==> src/rtl/core/sslk_pkg.sv <==
// ============================================================================
// sslk_pkg
// Shared types and constants for the sorted set membership lookup core.
// ============================================================================
`default_nettype none

package sslk_pkg;

  // Table depth and derived widths.
  localparam int DEPTH      = 256;
  localparam int CNT_W      = $clog2(DEPTH + 1);
  localparam int VAL_W      = 16;
  localparam int CMD_W      = 2;
  localparam int COUNT_W    = 9;

  // Hit flags are OR-reduced in groups of this size, one register level per stage.
  localparam int GROUP      = 16;
  localparam int NUM_GROUPS = (DEPTH + GROUP - 1) / GROUP;

  typedef enum logic [CMD_W-1:0] {
    CMD_CLEAR  = 2'd0,
    CMD_INSERT = 2'd1,
    CMD_QUERY  = 2'd2
  } cmd_t;

  // Strobes broadcast from the controller to every cell of the chain.
  typedef struct packed {
    logic clear;
    logic insert;
    logic sample;
  } cell_ctrl_t;

endpackage

`default_nettype wire

==> src/rtl/core/sslk_cell.sv <==
// ============================================================================
// sslk_cell
// One slot of the sorted chain: holds an entry, shifts on insert, flags a match.
// ============================================================================
`default_nettype none

module sslk_cell import sslk_pkg::*; (
  input  wire logic             clk,
  input  wire logic             rst,
  input  wire cell_ctrl_t       ctrl,
  input  wire logic [VAL_W-1:0] key,
  input  wire logic [VAL_W-1:0] left_value,
  input  wire logic             left_ge,
  input  wire logic             left_valid,
  output logic      [VAL_W-1:0] value,
  output logic                  ge,
  output logic                  valid,
  output logic                  hit
);

  // An empty slot counts as holding a value above every key, so the
  // ge flags along the chain form a thermometer starting at the insert point.
  assign ge = !valid || (key <= value);

  always_ff @(posedge clk) begin
    if (rst) begin
      valid <= 1'b0;
    end else if (ctrl.clear) begin
      valid <= 1'b0;
    end else if (ctrl.insert && ge) begin
      valid <= left_valid;
    end
  end

  // The first slot at or above the insert point takes the key; the rest
  // take their left neighbor's entry.
  always_ff @(posedge clk) begin
    if (ctrl.insert && ge) begin
      value <= left_ge ? left_value : key;
    end
  end

  always_ff @(posedge clk) begin
    if (rst) begin
      hit <= 1'b0;
    end else if (ctrl.sample) begin
      hit <= valid && (value == key);
    end
  end

endmodule

`default_nettype wire

==> config.mk <==
export PLATFORM = sky130hd
export DESIGN_NAME = sslk_cell
export DESIGN_NICKNAME = d
export VERILOG_FILES = /design/src/rtl/core/sslk_pkg.sv /design/src/rtl/core/sslk_cell.sv
export SDC_FILE = /design/constraint.sdc
export NUM_CORES = 1
export LEC_CHECK = 0
export BUFFER_PORTS_ARGS = -buffer_cell sky130_fd_sc_hd__buf_2
export CAP_MARGIN = 20
export CORE_MARGIN = 3
export CORE_UTILIZATION = 46
export CTS_CLUSTER_DIAMETER = 40
export CTS_CLUSTER_SIZE = 30
export DETAILED_ROUTE_END_ITERATION = 8
export PLACE_DENSITY = 0.8
export SYNTH_ARGS = -nofsm -noshare
export SYNTH_HDL_FRONTEND = slang
export SYNTH_SLANG_ARGS = --single-unit
==> constraint.sdc <==
create_clock -name clk -period 3 [get_ports clk]
set_input_delay 0.3 -clock clk [delete_from_list [all_inputs] [get_ports clk]]
set_output_delay 0.3 -clock clk [all_outputs]
set_load 0.05 [all_outputs]
# Yosys cells after proc, flatten, opt, wreduce, memory -nomap -nowiden

Cells that the tools add are included.

Register bits after elaboration: 18
Bits of input ports: 39
Word-level logic and storage cells: 11

$lt $le $gt $ge: 1
Equal/unequal tests: 1
Mux-type cells: 1
Reduce and logical (&&, ||, !) cells: 5

Operators with widths:

| kind                | count |
|---|---|
| $eq A16 B16 Y1      | 1 |
| $le A16 B16 Y1      | 1 |
| $mux W16            | 1 |
| $logic_and A1 B1 Y1 | 2 |
| $reduce_or A2 Y1    | 1 |
| $logic_not A1 Y1    | 1 |
| $logic_or A1 B1 Y1  | 1 |

# Depth between registers and ports, before layout

Depth after elaboration: 3
Mapped depth: 7

# Least setup slack after synthesis

Ideal clock, no wire load.

Kind: flip-flop to flip-flop
Start: register value[1]
End: register value[0], enable pin
Library setup time: 0.373 ns
Data arrival time: 2.243 ns
Data required time: 2.627 ns
Setup slack: 0.384 ns
Cell stages (with the launch flop): 8
Buffers on the path: 0
Clock period less this slack: 2.616 ns
Cell sequence: edfxtp_1 > inv_1 > ha_1 > nor2b_2 > o211ai_2 > a2111oi_4 > nor4b_1 > o21a_1

Cells in the longest elaborated chain, start to end: 3

RTL lines:

| item                   | RTL line        | source |
|---|---|---|
| start, declared        | sslk_cell.sv:15 | `output logic [VAL_W-1:0] value,` |
| start signal, assigned | sslk_cell.sv:39 | `value <= left_ge ? left_value : key;` |
| $le A16 B16 Y1         | sslk_cell.sv:23 | `assign ge = !valid \|\| (key <= value);` |
| $logic_or A1 B1 Y1     | sslk_cell.sv:23 |  |
| $logic_and A1 B1 Y1    | sslk_cell.sv:38 | `if (ctrl.insert && ge) begin` |

No other way between the ends.
A chain may end at the register's enable or synchronous reset.

# Final worst setup path

Start: register value[1]
End: output port ge

Cells in the longest elaborated chain, start to end: 2

RTL lines:

| item               | RTL line        | source |
|---|---|---|
| $le A16 B16 Y1     | sslk_cell.sv:23 |  |
| $logic_or A1 B1 Y1 | sslk_cell.sv:23 |  |
| end, declared      | sslk_cell.sv:16 | `output logic ge,` |

No other way between the ends.

==> flow_metrics.tcl <==
set metrics [dict create \
    start_kind "flip-flop" \
    die_x_um 57.3 \
    min_path_type "in -> reg" \
    crit_chain "inv_1 > ha_1 > nor2b_2 > o211ai_2 > a2111oi_4 > nor4b_1 > or2_1 > buf_2" \
    postPlaceCellArea_um2 1530 \
    rsz0062_at_grt "false" \
    drcViolationCount 0 \
    ant_nets 0 \
    p_leak_nw 0.749 \
    worstPathMaxFanout 2 \
    numCtsBuffers 3 \
    synth_cell_types 25 \
    final_util_pct 66.0 \
    coreArea_um2 2360 \
    drt_first_pass_iters 4 \
    drv_slew 0 \
    cts_num_sinks 18 \
    cts_resized 0 \
    start_util_pct 51.4 \
    antenna_found_initial 0 \
    cts_root_buffer "clkbuf_4" \
    final_cells 190 \
    dpl_worst_slack_ps 542 \
    syn_avg_cell_area_um2 11.9 \
    grt_max_degree 18 \
    pwr_density_cell_nw_per_um2 400 \
    synth_seq_area_share_pct 42.9 \
    fin_tns_setup_ps 0 \
    seq_power_share_pct 48.3 \
    drive_above_1_share_pct 50.0 \
    critPathSlowestCell "edfxtp_1" \
    h-tree-depth 1 \
    internal_power_mw 0.418 \
    nNetsFinal 218 \
    max_slew_margin_pct 76.0 \
    routed_wl_um 2660 \
    ys_warn_count 0 \
    grt_pass1_wl_um 4530 \
    tritoncts "built" \
    syn_inst 102 \
    p_switching_mw 0.205 \
    fmax_ghz 0.393 \
    post-route-cell-area_um2 1560 \
    clock_path_buffers 2 \
    setup_viol 0 \
    report.power.total_mw 0.623 \
    die-area_um2 3290 \
    vias 1002 \
    pwr-share-comb_pct 31.7 \
    skew_ps 11.6 \
    fillCellCount 209 \
    cap_violations 0 \
    path_clk_slew_ps 110 \
    overflow 0 \
    ys_ff_latch 18 \
    vias_per_cell 5.27 \
    portBuffers 57 \
    wl_per_cell_um 14.0 \
    synth_area_um2 1210 \
    antennaDiodeCount 0 \
    syn-num-nets 157 \
    timing.final.ws_setup_ps 457 \
    clock_latency_ps 290 \
    area_growth_pct 28.5 \
    required_ps 2700 \
    post_cts_buffers 0 \
    cp-end-kind "output pin" \
    tightest_slew_ps 356 \
    crit_arrival_ps 2240 \
    dp_hpwl_um 2300 \
    first_iter_violations 11 \
    num_io_pins 58 \
    final.min_clock_period_ps 2540 \
    criticalPathCategory "reg -> out" \
    timing.final.hold_violations 0 \
    p_clk_share_pct 20.0 \
    reg2reg_setup_slack_ps 580 \
    fp.dieH_um 57.3 \
    grt_usage_pct 16.9 \
    timing.final.crit_share_pct 84.8 \
    slowest_delay_ps 400 \
    status "complete, no violations" \
    place.gp.congestion 0.801 \
    cts_hold_buf 0 \
    swShare_pct 32.9 \
    grt_pass1_vias 1084 \
    placedCellCount 186 \
    rows 17 \
    hold_ws_ps 167 \
    ir_drop_mv 0.341 \
]
## Yosys cell counts, drive strengths merged
| master | instances | area share (%) |
|---|---|---|
| dfxtp | 2 | 3.3 |
| inv | 16 | 5.0 |
| nor4 | 1 | 0.52 |
| nand3 | 2 | 0.83 |
| a2111oi | 2 | 3.5 |
| nand2 | 3 | 0.93 |
| nor2b | 1 | 0.72 |
| buf | 2 | 0.72 |
| a21oi | 7 | 2.9 |
| ha | 16 | 17 |
| a211oi | 1 | 0.62 |
| nand4 | 4 | 2.6 |
| mux2 | 15 | 14 |
| or2 | 1 | 0.52 |
| a21o | 1 | 0.62 |
| o211ai | 1 | 1.0 |
| nor4b | 2 | 1.4 |
| nand2b | 4 | 2.1 |
| o21a | 1 | 0.62 |
| mux2i | 1 | 0.83 |
| o21ai | 3 | 1.2 |
| edfxtp | 16 | 40 |
## metal layers
metal  vias to the layer above  share of wire [%]  global-route usage (%)
li1                        497                  -                       -
met3                         4                7.4                    2.94
met1                       457                 39                    19.1
met4                         0               0.98                    5.30
met2                        44                 52                    31.8
met5                         -                  0                       0
## flip-flops by register name (all words and copies together), names as in the netlist
signal and cells:
value 16, hit 1, valid 1
## cells by family (layout without fill, tap and decap cells)
logic type	after synthesis	in the layout	synth area share (%)
DFF	18	18	42.9
and+or+nand+nor	18	18	9.60
AOI/OAI and AO/OA	16	16	10.5
buffers and inverters	18	78	5.68
muxes	16	16	14.8
adders and majority gates	16	16	16.5
## power by group through the flow
stage,logic [mW],registers (mW),clock network [mW]
3_5_place_dp,0.199,0.307,0
5_1_grt,0.217,0.303,0.140
3_3_place_gp,0.191,0.306,0
6_report,0.198,0.301,0.125
4_1_cts,0.200,0.301,0.128
2_1_floorplan,0.0812,0.362,0
## worst max-delay path, delay by kind of cell (launching register included)
kind	cells	cell delay [ps]
AND/OR/NAND/NOR	3	690
buffers and inverters	2	330
AO/OA/AOI/OAI	2	290
adder cells (fa/ha/maj)	1	230
flip-flops	1	400
## area by class of cell
| type | count | area [um^2] | area share, % |
|---|---|---|---|
| multi-input cells | 66 | 623 | 40.0 |
| flip-flops and latches | 18 | 520 | 33.4 |
| repair buffers | 58 | 293 | 18.8 |
| inverters | 16 | 60.1 | 3.86 |
| well taps | 28 | 35.0 | 2.25 |
| clock buffers | 4 | 26.3 | 1.69 |
## cells in the final DEF, fill, tap and decap left out, drive strengths merged, types with 2 or more instances in the layout
| master | n |
|---|---|
| buf | 58 |
| inv | 16 |
| ha | 16 |
| edfxtp | 16 |
| mux2 | 15 |
| a21oi | 7 |
| nand2b | 4 |
| nand4 | 4 |
| clkbuf | 4 |
| nand2 | 3 |
| o21ai | 3 |
| nand3 | 2 |
| nor4b | 2 |
| dfxtp | 2 |
| a2111oi | 2 |
## final timing paths
kind / from / to / cells after the start
worst min register to register: hit$_SDFFE_PP0P_ / hit$_SDFFE_PP0P_ / 2
worst max-delay path: value[1]$_DFFE_PP_ / ge / 8
worst max register to register: value[1]$_DFFE_PP_ / value[12]$_DFFE_PP_ / 8
worst min-delay path: ctrl[2] / valid$_SDFFE_PP0P_ / 2
Note: power is estimated with default switching activity, not from simulation.
